### config.mk
export PLATFORM = sky130hd
export DESIGN_NAME = delta_sigma_pwm_ramp_driver_core
export DESIGN_NICKNAME = d
export VERILOG_FILES = /design/src/rtl/core/dspr_pkg.sv /design/src/rtl/core/dspr_update.sv /design/src/rtl/core/delta_sigma_pwm_ramp_driver_core.sv
export VERILOG_INCLUDE_DIRS = /design/src /design/src/rtl/core
export SDC_FILE = /design/constraint.sdc
export NUM_CORES = 1
export LEC_CHECK = 0
export BUFFER_PORTS_ARGS = -buffer_cell sky130_fd_sc_hd__buf_2
export CORE_ASPECT_RATIO = 0.6
export CORE_UTILIZATION = 40
export DETAILED_ROUTE_END_ITERATION = 7
export RECOVER_POWER = 50
export SKIP_CTS_REPAIR_TIMING = 1
export SLEW_MARGIN = 10
export SYNTH_ARGS = -nofsm -noshare
export SYNTH_HDL_FRONTEND = slang
export SYNTH_SLANG_ARGS = --single-unit
### constraint.sdc
create_clock -name clock -period 7.1 [get_ports clock]
set_input_delay 0.355 -clock clock [delete_from_list [all_inputs] [get_ports clock]]
set_output_delay 0.355 -clock clock [all_outputs]
set_load 0.01 [all_outputs]
### src/rtl/core/delta_sigma_pwm_ramp_driver_core_assert.svh
// ----------------------------------------------------------------------------
// Assertion macros for the delta-sigma PWM ramp driver core
// Shared property forms used by the core's concurrent assertions.
// ----------------------------------------------------------------------------
`ifndef DELTA_SIGMA_PWM_RAMP_DRIVER_CORE_ASSERT_SVH
`define DELTA_SIGMA_PWM_RAMP_DRIVER_CORE_ASSERT_SVH

// The consequent must hold in the same cycle as the antecedent.
`define DSPR_ASSERT_SAME(label, clk, rst, ante, cons, msg) \
   label: assert property (@(posedge clk) disable iff (rst) (ante) |-> (cons)) \
      else $error(msg);

// The consequent must hold in the cycle after the antecedent.
`define DSPR_ASSERT_NEXT(label, clk, rst, ante, cons, msg) \
   label: assert property (@(posedge clk) disable iff (rst) (ante) |=> (cons)) \
      else $error(msg);

`endif

### src/rtl/core/dspr_pkg.sv
// ----------------------------------------------------------------------------
// Delta-sigma PWM ramp driver package
// Word types, event codes, state layout and the ramp step helper.
// ----------------------------------------------------------------------------
package dspr_pkg;

   localparam int LEVEL_WIDTH = 15;
   localparam int FRAC_BITS   = 7;
   localparam int PWM_WIDTH   = 8;
   localparam int STEP_WIDTH  = 7;

   localparam logic [LEVEL_WIDTH-1:0] FULL_LEVEL_RESET = 15'd32640;
   localparam logic [STEP_WIDTH-1:0]  FET_STEPS        = 7'd4;

   // Event codes carried in req_type.
   localparam logic [1:0] EVT_OFF    = 2'd0;
   localparam logic [1:0] EVT_SET    = 2'd1;
   localparam logic [1:0] EVT_RAMP   = 2'd2;
   localparam logic [1:0] EVT_PERIOD = 2'd3;

   typedef struct packed {
      logic [1:0]             req_type;
      logic [LEVEL_WIDTH-1:0] ch1_target;
      logic [PWM_WIDTH-1:0]   fet_target;
      logic                   was_off;
   } dspr_req_word_type;

   typedef struct packed {
      logic [PWM_WIDTH-1:0] ch1_pwm;
      logic [PWM_WIDTH-1:0] fet_pwm;
      logic                 ch1_enable;
      logic                 dither_active;
      logic                 phase_reset;
      logic                 ramp_done;
   } dspr_rsp_word_type;

   // The accumulator is masked back below 128 after every period tick, so
   // seven bits hold it.
   typedef struct packed {
      logic [LEVEL_WIDTH-1:0] level;
      logic [FRAC_BITS-1:0]   accumulator;
      logic [PWM_WIDTH-1:0]   pwm_next;
      logic [PWM_WIDTH-1:0]   pwm_applied;
      logic [PWM_WIDTH-1:0]   fet_duty;
      logic                   amp_enable;
      logic                   dither_on;
   } dspr_state_type;

   // Moves cur toward tgt by at most n, landing exactly on tgt when close.
   function automatic logic [LEVEL_WIDTH-1:0] move_toward(
      input logic [LEVEL_WIDTH-1:0] cur,
      input logic [LEVEL_WIDTH-1:0] tgt,
      input logic [STEP_WIDTH-1:0]  n
   );
      logic [LEVEL_WIDTH-1:0] diff;
      logic [LEVEL_WIDTH-1:0] step;
      logic [LEVEL_WIDTH-1:0] result;
      step   = {{(LEVEL_WIDTH-STEP_WIDTH){1'b0}}, n};
      result = cur;
      if (cur < tgt) begin
         diff   = tgt - cur;
         result = (diff > step) ? cur + step : tgt;
      end else if (cur > tgt) begin
         diff   = cur - tgt;
         result = (diff > step) ? cur - step : tgt;
      end
      return result;
   endfunction

endpackage

### src/rtl/core/dspr_update.sv
// ----------------------------------------------------------------------------
// Delta-sigma PWM ramp driver state update
// Computes the next driver state and the result word for one event.
// ----------------------------------------------------------------------------
module dspr_update (
   input  logic [14:0]                 full_level,
   input  dspr_pkg::dspr_req_word_type req_word,
   input  dspr_pkg::dspr_state_type    state_cur,
   output dspr_pkg::dspr_state_type    state_nxt,
   output dspr_pkg::dspr_rsp_word_type rsp_word
);
   import dspr_pkg::*;

   logic [LEVEL_WIDTH-1:0] tgt;
   logic [LEVEL_WIDTH-1:0] lvl_jump;
   logic [STEP_WIDTH-1:0]  ramp_step;
   logic [LEVEL_WIDTH-1:0] fet_moved;
   logic [PWM_WIDTH-1:0]   acc_sum;
   logic [PWM_WIDTH:0]     nxt_sum;
   logic                   phase;
   logic                   done;

   always_comb begin
      tgt = (req_word.ch1_target > full_level) ? full_level : req_word.ch1_target;

      // Ramping snaps straight between zero and full level.
      if (((state_cur.level == full_level) && (tgt == '0)) ||
          ((tgt == full_level) && (state_cur.level == '0))) begin
         lvl_jump = tgt;
      end else begin
         lvl_jump = state_cur.level;
      end
      ramp_step = {1'b0, lvl_jump[LEVEL_WIDTH-1:9]} + STEP_WIDTH'(1);
      fet_moved = move_toward({{(LEVEL_WIDTH-PWM_WIDTH){1'b0}}, state_cur.fet_duty},
                              {{(LEVEL_WIDTH-PWM_WIDTH){1'b0}}, req_word.fet_target},
                              FET_STEPS);

      acc_sum = {1'b0, state_cur.accumulator} + {1'b0, state_cur.level[FRAC_BITS-1:0]};
      nxt_sum = {1'b0, state_cur.level[LEVEL_WIDTH-1:FRAC_BITS]} +
                {{PWM_WIDTH{1'b0}}, acc_sum[PWM_WIDTH-1]};

      state_nxt = state_cur;
      phase     = 1'b0;
      done      = 1'b0;

      case (req_word.req_type)
         EVT_OFF: begin
            state_nxt.level       = '0;
            state_nxt.pwm_applied = '0;
            state_nxt.fet_duty    = '0;
            state_nxt.amp_enable  = 1'b0;
            state_nxt.dither_on   = 1'b0;
            phase                 = 1'b1;
         end
         EVT_SET: begin
            state_nxt.level       = tgt;
            state_nxt.pwm_next    = tgt[LEVEL_WIDTH-1:FRAC_BITS];
            state_nxt.pwm_applied = tgt[LEVEL_WIDTH-1:FRAC_BITS];
            state_nxt.fet_duty    = req_word.fet_target;
            state_nxt.amp_enable  = 1'b1;
            state_nxt.dither_on   = 1'b1;
            phase                 = req_word.was_off;
         end
         EVT_RAMP: begin
            state_nxt.level    = move_toward(lvl_jump, tgt, ramp_step);
            state_nxt.fet_duty = fet_moved[PWM_WIDTH-1:0];
            done = (state_nxt.level == tgt) && (state_nxt.fet_duty == req_word.fet_target);
         end
         EVT_PERIOD: begin
            if (state_cur.dither_on) begin
               state_nxt.pwm_applied = state_cur.pwm_next;
               state_nxt.accumulator = acc_sum[FRAC_BITS-1:0];
               // A carry out of integer part 255 saturates.
               state_nxt.pwm_next = nxt_sum[PWM_WIDTH] ? {PWM_WIDTH{1'b1}}
                                                       : nxt_sum[PWM_WIDTH-1:0];
            end
         end
         default: begin
            state_nxt = state_cur;
         end
      endcase

      rsp_word.ch1_pwm       = state_nxt.pwm_applied;
      rsp_word.fet_pwm       = state_nxt.fet_duty;
      rsp_word.ch1_enable    = state_nxt.amp_enable;
      rsp_word.dither_active = state_nxt.dither_on;
      rsp_word.phase_reset   = phase;
      rsp_word.ramp_done     = done;
   end

endmodule

### src/rtl/core/delta_sigma_pwm_ramp_driver_core.sv
// ----------------------------------------------------------------------------
// Delta-sigma PWM ramp driver core
// Event-driven LED driver: dithered linear channel plus FET PWM channel.
// ----------------------------------------------------------------------------
// Each request word is one event (switch off, set levels, ramp tick or PWM
// period tick) and yields exactly one response word, in order. A word is
// captured in an input register, its state update is done in
// combinational logic, and the result lands in an output register. rsp_valid
// rises when the word moves on from the input register to the output
// register, which it does only while that register is empty or draining;
// with rsp_ready high the core sustains one word per cycle, a rate that rests
// on the state update loop being purely combinational. While a finished
// response waits for rsp_ready, the input register still takes one more
// word and then req_ready stays low until the response drains. full_level
// is written through csr_write_enable / csr_write_data and must only change
// while the core is idle; it resets to 32640.
module delta_sigma_pwm_ramp_driver_core (
   input  logic                        clock,
   input  logic                        reset,
   input  logic                        req_valid,
   output logic                        req_ready,
   input  dspr_pkg::dspr_req_word_type req_word,
   output logic                        rsp_valid,
   input  logic                        rsp_ready,
   output dspr_pkg::dspr_rsp_word_type rsp_word,
   input  logic                        csr_write_enable,
   input  logic [14:0]                 csr_write_data
);
   import dspr_pkg::*;

   `include "delta_sigma_pwm_ramp_driver_core_assert.svh"

   // Configuration register.
   logic [LEVEL_WIDTH-1:0] full_level_ff;
   logic [LEVEL_WIDTH-1:0] full_level_in;

   // Input stage.
   logic              s1_valid_ff;
   logic              s1_valid_in;
   dspr_req_word_type s1_word_ff;
   dspr_req_word_type s1_word_in;

   // Driver state carried from event to event.
   dspr_state_type state_ff;
   dspr_state_type state_in;
   dspr_state_type state_upd;

   // Output stage.
   logic               rsp_valid_ff;
   logic               rsp_valid_in;
   dspr_rsp_word_type  rsp_word_ff;
   dspr_rsp_word_type  rsp_word_in;
   dspr_rsp_word_type  rsp_word_upd;

   logic req_accept;
   logic advance;
   logic fire;

   // Terms watched by the assertions.
   logic dither_now;
   logic amp_now;
   logic off_rsp;
   logic off_idle;

   // The output register can take a new word when it is empty or being
   // drained this cycle. The input stage fires into it under that condition,
   // and the input register reopens as soon as its word moves on.
   assign advance    = !rsp_valid_ff || rsp_ready;
   assign fire       = s1_valid_ff && advance;
   assign req_ready  = !s1_valid_ff || advance;
   assign req_accept = req_valid && req_ready;

   dspr_update u_update (
      .full_level (full_level_ff),
      .req_word   (s1_word_ff),
      .state_cur  (state_ff),
      .state_nxt  (state_upd),
      .rsp_word   (rsp_word_upd)
   );

   always_comb begin
      full_level_in = csr_write_enable ? csr_write_data : full_level_ff;

      if (req_accept) begin
         s1_valid_in = 1'b1;
      end else if (fire) begin
         s1_valid_in = 1'b0;
      end else begin
         s1_valid_in = s1_valid_ff;
      end
      s1_word_in = req_accept ? req_word : s1_word_ff;

      // State only advances when the event's response is committed, so the
      // next event always sees the state this one leaves.
      state_in = fire ? state_upd : state_ff;

      if (fire) begin
         rsp_valid_in = 1'b1;
      end else if (rsp_ready) begin
         rsp_valid_in = 1'b0;
      end else begin
         rsp_valid_in = rsp_valid_ff;
      end
      rsp_word_in = fire ? rsp_word_upd : rsp_word_ff;
   end

   always_ff @(posedge clock) begin
      if (reset) begin
         full_level_ff <= FULL_LEVEL_RESET;
         s1_valid_ff   <= 1'b0;
         state_ff      <= '0;
         rsp_valid_ff  <= 1'b0;
      end else begin
         full_level_ff <= full_level_in;
         s1_valid_ff   <= s1_valid_in;
         state_ff      <= state_in;
         rsp_valid_ff  <= rsp_valid_in;
      end
   end

   // Payload registers need no reset.
   always_ff @(posedge clock) begin
      s1_word_ff  <= s1_word_in;
      rsp_word_ff <= rsp_word_in;
   end

   assign rsp_valid = rsp_valid_ff;
   assign rsp_word  = rsp_word_ff;

   assign dither_now = state_ff.dither_on;
   assign amp_now    = state_ff.amp_enable;
   assign off_rsp    = rsp_valid_ff && rsp_word_ff.phase_reset && !rsp_word_ff.ch1_enable;
   assign off_idle   = (rsp_word_ff.ch1_pwm == '0) && (rsp_word_ff.fet_pwm == '0) &&
                       !rsp_word_ff.dither_active;

   // Dithering is only ever enabled together with the amplifier.
   `DSPR_ASSERT_SAME(a_dither_needs_amp, clock, reset, dither_now, amp_now, "dither without amp")

   // A pending input word that may advance shows up as a response next cycle.
   `DSPR_ASSERT_NEXT(a_fire_gives_rsp, clock, reset, fire, rsp_valid_ff, "word lost")

   // A phase reset with the amplifier off can only come from switch off.
   `DSPR_ASSERT_SAME(a_off_clears, clock, reset, off_rsp, off_idle, "outputs left on")

endmodule

==> impl_results.md, run 1 <==
- CTS Buf Count: 9
- Ys flop type: dfxtp_1
- Post-DP Area: 13070 um^2
- Layout cells sized above 1: 0.1501
- DR WL/cell: approximately 24 um
- Fillers: 2952
- Gpl congestion: around 1.0
- Skew-Pair Late Insertion Delay: 0.38 ns
- Leading area contributor after synthesis: edfxtp_1
- Sequential-to-total area share from yosys stat: 0.2284
- Multi-input gate area: 8344 um^2
- Post-Synthesis Cells: about 1500
- Failing checks: design-rule violations, max-capacitance violations, max-slew violations
- Die Ht: approximately 130 um
- Area grow syn2layout: 14.15%
- Vias in the first global route: 11080
- Final-report hold violation count: 0
- CP required: 7.29 ns
- R2R depth: 24
- Max FO, Critical Path: 14
- Vias/cell: 6.156
- Number of top-level pins: 68
- Unique masters post-synth: 98
- Top post-synthesis cells by count: nor2_1, nand2_1, a21oi_1
- Die area: 30080 um^2
- Synth Cell Area: approximately 12000 um^2
- Final nets: around 1800
- Via count: approximately 12000
- R2r startpoint: s1_word_ff[13]
- Final ANT Viol Nets: 0
- Reg2reg end: rsp_word[0]
- End of the critical path: rsp_word[0]
- Power Density: 218.5 nW/um^2
- Avg Cell Area, Syn: 7.889 um^2
- GRT Residual Overflow: 0
- DRC viols: 1
- Hold crit path type: primary input to register
- Non-filler instance count after layout: 1987
- Root Buffer: clkbuf_16
- Fin. max-slew vios: between 70 and 80
- Clk buf depth: 2
- Placed Cells: 1969
- Worst R2R Setup Slack: 0.15 ns
- Largest net degree at the start of global routing: 45
- Worst-Margin Slew: between 2 and 2.5 ns
- Synthesized flop and latch total: 111
- Fin crit period: 6.949 ns
- Crit share post-route: 0.9787
- DRT iter0 DRCs: around 1700
- Setup ws final: between 0.15 and 0.2 ns
- Fin Setup TNS: 0 ns
- Post-synth ARST share: 0
- Initial antenna violation count: 0
- # setup viols final: 0
- Clock skew: 0.01196 ns
- Mapped Nets: 1645
- Number of core rows: between 40 and 50
- Final Cell Area: 13410 um^2
- Kind of critical path: register to register
- Top post-synthesis cells by area: edfxtp_1, dfxtp_1, ha_1, xnor2_1, a21oi_1
- FF+latch area: between 2000 and 3000 um^2
- Pleak: ~5.7 nW
- Post-synth EDFFs: 46
- Max Cap Violations: 2
- Initial Utilization: 0.4075
- Routed WL: 47160 um
- Unrepaired setup endpoints after global routing: false
- Most common cell in the netlist: nor2_1
- Place WS: 0.3093 ns
- CP arrival: 7.14 ns
- CTS tree: built
- GR Util All Layers: 0.3144
- Pre-antenna DRT Iters: 8
- Share of the synthesized area in the top cell type: 0.1176
- Critical Path Start: s1_word_ff[13]
- Htree depth: 3
- First-pass GRT wire length: 70840 um
- Post-layout util: 0.4651
- Port bufs: 67
- Worst vdd ir: 114.1 uV
- Status: complete, but fails checks
- Crit. End Element: register
- Die Wd: 223.2 um
- Total Power: 2.930 mW
- F_max: 143.9 MHz
- CTS clk-pin slew, worst paths: about 0.08 ns
- Synth warnings: 0
- Worst Setup Start Kind: register
- Diodes inserted: 0
- DP HPWL: roughly 38000 um
- Core area: 28830 um^2
- WHS: 0.1449 ns
- Clock Sinks: between 100 and 150
- Slew margin rel.: -0.5812
==> state kept, by name (all words and copies together), names as in the netlist <==
| name | flops |
|---|---|
| dither_now | 1 |
| rsp_valid | 1 |
| amp_now | 1 |
| s1_valid_ff | 1 |
| rsp_word | 20 |
| s1_word_ff | 26 |
| full_level_ff | 15 |
| state_ff | 46 |
==> cell families (layout without fill, tap and decap cells) <==
family	Yosys count	count (layout)	synth area share
AOI/OAI and AO/OA	474	474	0.2685
and+or+nand+nor	442	442	0.1851
adders and majority gates	110	110	0.1210
DFF	111	111	0.2284
muxes	34	34	0.03078
xor gates and xnor gates	129	129	0.09842
buffers and inverters	189	312	0.06774
==> power breakdown <==
part	leakage, nW	internal, mW	switching, mW
Combinational	4.56	0.652	1.02
Sequential	0.976	0.697	0.0385
Clock	0.141	0.247	0.279
Total	5.68	1.60	1.33
==> metal layers <==
metal | up-vias | track usage | part of all wire
met5 | - | 0 | 0
met4 | 0 | 0.04253 | 0.011
met3 | 47 | 0.1147 | 0.13
met2 | 685 | 0.3903 | 0.35
met1 | 5833 | 0.5015 | 0.50
li1 | 5666 | - | -
==> area by class of cell <==
cell class / instances / area share
inverter: 106 / 0.02968
clock buffer: 9 / 0.01680
tap: 375 / 0.03499
clock inverter: 7 / 0.004946
timing repair buffer: 190 / 0.09099
sequential: 111 / 0.2003
multi-input combinational: 1189 / 0.6223
==> worst max-delay path: stages (launching register included) <==
cell,delay (ns)
edfxtp_1,0.50
ha_1,0.36
a211oi_1,0.24
o21bai_1,0.15
o21a_1,0.28
o21ai_4,0.25
buf_4,0.26
mux2_2,0.49
a32oi_1,0.35
nor2_1,0.15
xnor2_2,0.35
ha_1,0.37
buf_4,0.19
a21o_1,0.22
a21o_1,0.21
a21o_2,0.22
nor2_1,0.19
o211ai_2,0.17
and2_2,0.26
xor2_1,0.15
a221o_2,0.34
a211oi_2,0.34
nand4_1,0.14
a21o_1,0.20
a2111oi_2,0.35
==> worst min-delay path by stage <==
stage,cells past startpoint,startpoint,endpoint
finish,1,req_word[19],s1_word_ff[19]
global route,1,req_word[17],s1_word_ff[17]
CTS,1,req_word[19],s1_word_ff[19]
detailed placement,2,state_ff[15],state_ff[15]
global placement,2,state_ff[10],state_ff[10]
floorplan,2,amp_now,amp_now
==> layout by cell type (no fill, tap or decap), types with 8 or more instances in the layout <==
master and count:
mux2i_1 22, nor2_1 128, edfxtp_1 46, nand2_1 121
a31oi_1 18, clkbuf_16 9, clkbuf_1 25, a211oi_1 25
xnor2_1 72, o21ai_0 99, ha_1 104, inv_1 101
a22oi_1 14, o21bai_1 10, a21oi_1 113, dfxtp_1 63
a221oi_1 10, xor2_1 52, nor4_1 13, o21a_1 8
buf_4 120, o21ai_1 9, buf_2 45, nor3_1 32
nor2b_1 12, o22ai_1 9, o31ai_1 8, and3_1 9
nand4_1 18, a21o_1 28, o211ai_1 40, nand3_1 35
and2_1 11, nand2b_1 14
Power figures use the tool's default switching activity.
==> run 2: changes to the inputs <==
- SYNTH_HIERARCHICAL: not set -> 1
==> run 2 against run 1 <==
- the flow finishes with violations (max-capacitance violations, max-slew violations)
- worst hold slack worse by 0.0013 ns
- highest routed layer unchanged
- largest power group unchanged
- via count is 6.4% higher
- flip-flop and latch count stayed put
- clock power is 1% lower
- global-route usage is 0.17 points lower
- clock skew is 0.0063 ns higher
- sequential share of layout area is 1.9 points lower
- synthesized cell count is 6.5% higher
- first-iteration DRC count is 18% lower
- count of clock-buffer cells in the layout stayed put
- wire length is 10% higher
==> impl_results.md, run 2 <==
- Post-synth EDFFs: between 40 and 50
- Pleak: 6.094 nW
- Routed WL: 51910 um
- Number of top-level pins: 68
- Port bufs: 67
- Share of the synthesized area in the top cell type: 0.1089
- Multi-input gate area: 9254 um^2
- GR Util All Layers: 0.3127
- Worst Hold Launch: req_word[21]
- Avg Cell Area, Syn: between 7 and 8 um^2
- Worst-Margin Slew: 3.733 ns
- CP arrival: 7.21 ns
- Diodes inserted: 0
- DRC viols: 0
- FF+latch area: 2683 um^2
- Power Density: 241.2 nW/um^2
- Seq pwr share: 0.204
- Layout cells sized above 1: 0.1956
- Post-synth ARST share: 0
- Gpl congestion: 1.022
- Die Ht: 139.9 um
- Crit share post-route: 0.9828
- Pint: around 1.9 mW
- Max stage delay cell, worst path: edfxtp_1
- Number of core rows: 50
- Placed Cells: 2113
- End of the critical path: state_ff[34]
- CTS clk-pin slew, worst paths: 0.09 ns
- Die area: roughly 32000 um^2
- First-pass GRT wire length: 75940 um
- Clk buf depth: 2
- Place WS: -0.6524 ns
- WHS: 0.1436 ns
- Max reg flops: between 40 and 50
- Worst vdd ir: 116.8 uV
- Hold crit path type: primary input to register
- Core area: 31150 um^2
- Clock skew: 0.01829 ns
- Top post-synthesis cells by count: nand2_1, nor2_1, nand2b_1
- NetSw: 1.700 mW
- Switching Fraction: 0.4749
- Reg2reg end: state_ff[34]
- Clock Sinks: roughly 110
- Initial antenna violation count: 0
- Worst R2R Setup Slack: 0.12 ns
- Total Power: 3.579 mW
- Hold Path Depth: 1
- CP dominant cell by count: buf_4
- Kind of critical path: register to register
- Leading cell type in the layout, fill and taps excluded: buf_4
- Htree depth: 3
- Vias/cell: 6.053
- Vias in the first global route: 11720
- Max Cap Violations: 1
- R2R depth: 33
- Final ANT Viol Nets: 0
- Via count: 13010
- CTS tree: built
- Max FO, Critical Path: 6
- DP HPWL: 41030 um
- Fillers: 3163
- CTS Buf Count: 9
- Crit. End Element: register
- Post-Synthesis Cells: approximately 1600
- DR WL/cell: 24.15 um
- Unique masters post-synth: 106
- Mapped Nets: 1738
- Failing checks: max-capacitance violations, max-slew violations
- GRT Residual Overflow: 0
- Worst Setup Start Kind: register
- Clk pwr share: 0.146
- Synthesized flop and latch total: roughly 110
- Leading area contributor after synthesis: edfxtp_1
- Area grow syn2layout: 17.03%
- F_max: 143.3 MHz
- R2r startpoint: s1_word_ff[12]
- Slew margin rel.: -1.489
- Largest net degree at the start of global routing: approximately 110
- Top post-synthesis cells by area: edfxtp_1, dfxtp_1, ha_1, mux2i_1, nand2b_1
- Synth Cell Area: 12680 um^2
- CP delay by family, top: simple AND/OR/NAND/NOR gates
- Fin Setup TNS: 0 ns
- Ys flop type: dfxtp_1
- Most flop-heavy register: state_ff
- Critical Path Start: s1_word_ff[12]
- DRT iter0 DRCs: 1426
- Sequential-to-total area share from yosys stat: 0.2116
- Final Cell Area: 14840 um^2
- Status: complete, but fails checks
- Post-layout util: 0.4763
- Pre-antenna DRT Iters: 5
- Setup ws final: 0.1222 ns
- Fin. max-slew vios: 114
- Combinational Power Share: 0.651
- Skew-Pair Late Insertion Delay: 0.38 ns
- Crit path buffers/inverters: 8
- Most common cell in the netlist: nand2_1
- Initial Utilization: 0.4070
- Synth warnings: 6
- Final-report hold violation count: 0
- Most frequent cells in the layout: buf_4, nand2_1, nor2_1, nand2b_1, ha_1
- Levels on crit path: 33
- CP required: 7.33 ns
- # setup viols final: 0
- CP max stage delay: between 0.4 and 0.5 ns
- Final nets: ~1900
- Non-filler instance count after layout: 2149
- Post-DP Area: between 10000 and 15000 um^2
- Root Buffer: clkbuf_16
- Die Wd: 231.9 um
- Fin crit period: 6.978 ns
run 2: cell count changes in the layout (fill, tap and decap cells not counted), sizes merged, moves of 16 or more:
cell / previous run / this run
inv: 105 / 88
mux2i: 26 / 83
a21oi: 113 / 97
a22o: 0 / 16
o22ai: 10 / 29
buf: 165 / 229
o211ai: 42 / 11
xnor2: 77 / 58
nor2: 128 / 112
nand2b: 14 / 110
run 2: worst min-delay path by stage:
stage,end,slack [ns]
floorplan,state_ff[47],0.45
global placement,amp_now,0.46
detailed placement,state_ff[11],0.47
CTS,s1_word_ff[10],0.13
global route,s1_word_ff[9],0.13
finish,s1_word_ff[21],0.14
run 2: final cells by class:
type / count / share of cell area
flip-flops and latches: 111 / 0.1808
inverters: 88 / 0.02251
clock inverters: 7 / 0.004975
repair buffers: 253 / 0.1179
multi-input cells: 1265 / 0.6236
well taps: 416 / 0.03508
clock buffers: 9 / 0.01518
run 2: worst reg2reg max path, delay by kind of cell, from the launching register on:
family	cells	cell delay [ns]
compound gates	10	1.91
xor+xnor	1	0.32
flops	1	0.46
mux	2	0.30
simple gates	9	1.92
buf+inv	8	1.10
fa+ha+maj	3	0.82
run 2: logic make-up after synthesis:
kind of cell               count (synthesis)  share of synthesized area
and+or+nand+nor                          541                     0.2260
AOI/OAI and AO/OA                        430                     0.2312
buffers and inverters                    210                    0.08151
DFF                                      111                     0.2116
adders and majority gates                106                     0.1082
xor gates and xnor gates                  99                    0.06947
muxes                                     89                    0.07213
run 2: power groups by stage:
stage | Clock (mW) | Combinational, mW | Sequential [mW]
after floorplan | 0 | 1.33 | 0.739
after global placement | 0 | 2.10 | 0.741
after detailed placement | 0 | 2.08 | 0.741
after CTS | 0.536 | 2.10 | 0.727
after global routing | 0.564 | 2.46 | 0.732
final | 0.521 | 2.33 | 0.729
run 2: layer usage:
layer	wire (um)	up-vias	part of all wire	GRT usage
li1	-	6006	-	-
met2	19020	668	0.37	0.3948
met5	0	-	0	0
met4	616	0	0.012	0.05021
met3	6151	47	0.12	0.09222
met1	26110	6287	0.50	0.5051
==> run 3: changes to the inputs <==
- CORE_MARGIN: not set -> 2
- CORE_UTILIZATION: 40 -> 45
==> run 3 against run 2 <==
- the run still ends with max-capacitance violations, max-slew violations left
- register-to-register slack got worse by 0.05 ns
- global-route usage grew 4.2 points
- power rose by 1.4%
- core utilization grew 6.1 points
- first-iteration DRC count increased by 36%
- count of clock-buffer cells in the layout is the same
- die area fell by 8.8%
- clock skew barely moved
- wire length grew 2.3%
- via count up 0.96%
- flip-flop and latch count unchanged
- design area about the same
==> impl_results.md, run 3 (synthesis gave the netlist of run 2 again) <==
- Met1 Use GR: 0.5518
- Clk buf depth: 2
- Initial Utilization: 0.4588
- DR WL/cell: between 20 and 30 um
- GRT met3 Usage: 0.1542
- Hold Path Depth: 1
- Initial antenna violation count: 0
- Worst Hold Launch: req_word[21]
- Core area: 27640 um^2
- Pre-antenna DRT Iters: 5
- Pleak: 6.189 nW
- Max reg flops: 46
- Skew-Pair Late Insertion Delay: 0.38 ns
- Failing checks: max-capacitance violations, max-slew violations
- GR Util All Layers: 0.3546
- F_max: 142.3 MHz
- Number of top-level pins: 68
- Most flop-heavy register: state_ff
- Die Ht: 134.0 um
- Htree depth: 3
- Hold worst-path end: s1_word_ff[21]
- Max FO, Critical Path: 17
- Largest net degree at the start of global routing: around 110
- Crit. End Element: register
- Fin. max-slew vios: 114
- Vias/cell: 6.215
- Hold crit path type: primary input to register
- CP max stage delay: 0.45 ns
- First-pass GRT wire length: 77310 um
- Final nets: about 1900
- Reg2reg end: rsp_word[0]
- Max Cap Violations: 1
- Fin crit period: 7.028 ns
- Setup ws final: 0.07241 ns
- Worst vdd ir: 109.1 uV
- Crit share post-route: 0.9898
- Via count: 13130
- Worst Setup Start Kind: register
- Worst R2R Setup Slack: 0.07 ns
- Area grow syn2layout: 17.05%
- DRT iter0 DRCs: between 1500 and 2000
- Most frequent cells in the layout: buf_4, nand2_1, nand2b_1
- CTS tree: built
- Clock skew: 0.01803 ns
- # setup viols final: 0
- Diodes inserted: 0
- Port bufs: 67
- Vias in the first global route: 11930
- Status: complete, but fails checks
- Final ANT Viol Nets: 0
- R2r startpoint: s1_word_ff[15]
- Fin Setup TNS: 0 ns
- Max stage delay cell, worst path: edfxtp_1
- Die area: 29580 um^2
- CTS clk-pin slew, worst paths: approximately 0.090 ns
- Root Buffer: clkbuf_16
- Power Density: 244.5 nW/um^2
- Kind of critical path: register to register
- Global route hottest layer: met1
- R2R depth: 29
- CTS Buf Count: 9
- Number of core rows: 47
- Slew margin rel.: -1.423
- Routed WL: roughly 53000 um
- GRT Residual Overflow: 0
- Final-report hold violation count: 0
- Worst-Margin Slew: approximately 3.6 ns
- Gpl congestion: 1.073
- CP arrival: 7.23 ns
- CP dominant cell by count: nand4_1
- Die Wd: 220.7 um
- Layout cells sized above 1: 0.1999
- Place WS: -0.4062 ns
- Clock Sinks: 111
- Leading cell type in the layout, fill and taps excluded: buf_4
- DP HPWL: about 42000 um
- M2 GR Usage: 0.4398
- DRC viols: 0
- CP required: roughly 7.3 ns
- Post-layout util: 0.5370
[run 3: cell type report]
class                           instances  area (um^2)
Fill cell                            2672        12800
Multi-Input combinational cell       1265         9229
Tap cell                              367        459.2
Sequential cell                       111         2683
Clock buffer                            9        225.2
Timing Repair Buffer                  266         1851
Inverter                               88        330.3
Clock inverter                          7        65.06
[run 3: how the worst max path moves through the flow]
stage	startpoint	to	slack (ns)	cells past startpoint
floorplan	s1_word_ff[19]	rsp_word[0]	0.01	32
global route	s1_word_ff[15]	rsp_word[0]	-0.06	30
CTS	s1_word_ff[17]	rsp_word[0]	-0.44	28
detailed placement	s1_word_ff[17]	rsp_word[0]	-0.41	28
finish	s1_word_ff[15]	rsp_word[0]	0.07	29
global placement	s1_word_ff[17]	rsp_word[0]	-0.27	28
[run 3: report_power, final]
group | leakage (nW) | internal [mW] | total [mW] | switching, mW
clock | 0.139 | 0.247 | 0.527 | 0.280
combinational | 5.07 | 0.963 | 2.37 | 1.41
sequential | 0.976 | 0.697 | 0.729 | 0.0313
[run 3: critical path: cells and delay by family (launching register included)]
kind	cells	cell delay [ns]
and+or+nand+nor	12	2.85
AOI/OAI and AO/OA	8	1.62
adders and majority gates	3	0.98
buffers and inverters	5	0.77
DFF	1	0.45
xor gates and xnor gates	1	0.17
[run 3: through the flow]
step | total power, mW | hold WS, ns | std cells | instance area [um^2]
3_5_place_dp | 2.868 | 0.4656 | 2083 | 14180
4_1_cts | 3.400 | 0.1300 | 2099 | 14470
2_1_floorplan | 2.071 | 0.4454 | 1586 | 12680
5_1_grt | 3.803 | 0.1264 | 2113 | 14840
3_3_place_gp | 2.898 | 0.4583 | 2083 | 14180
6_report | 3.629 | 0.1405 | 2113 | 14840
[run 3: routing by layer]
layer | wire length (um) | vias to the layer above
met5 | 0 | -
met4 | 795 | 0
met3 | 7365 | 60
met2 | 19190 | 771
met1 | 25720 | 6277
li1 | - | 6025
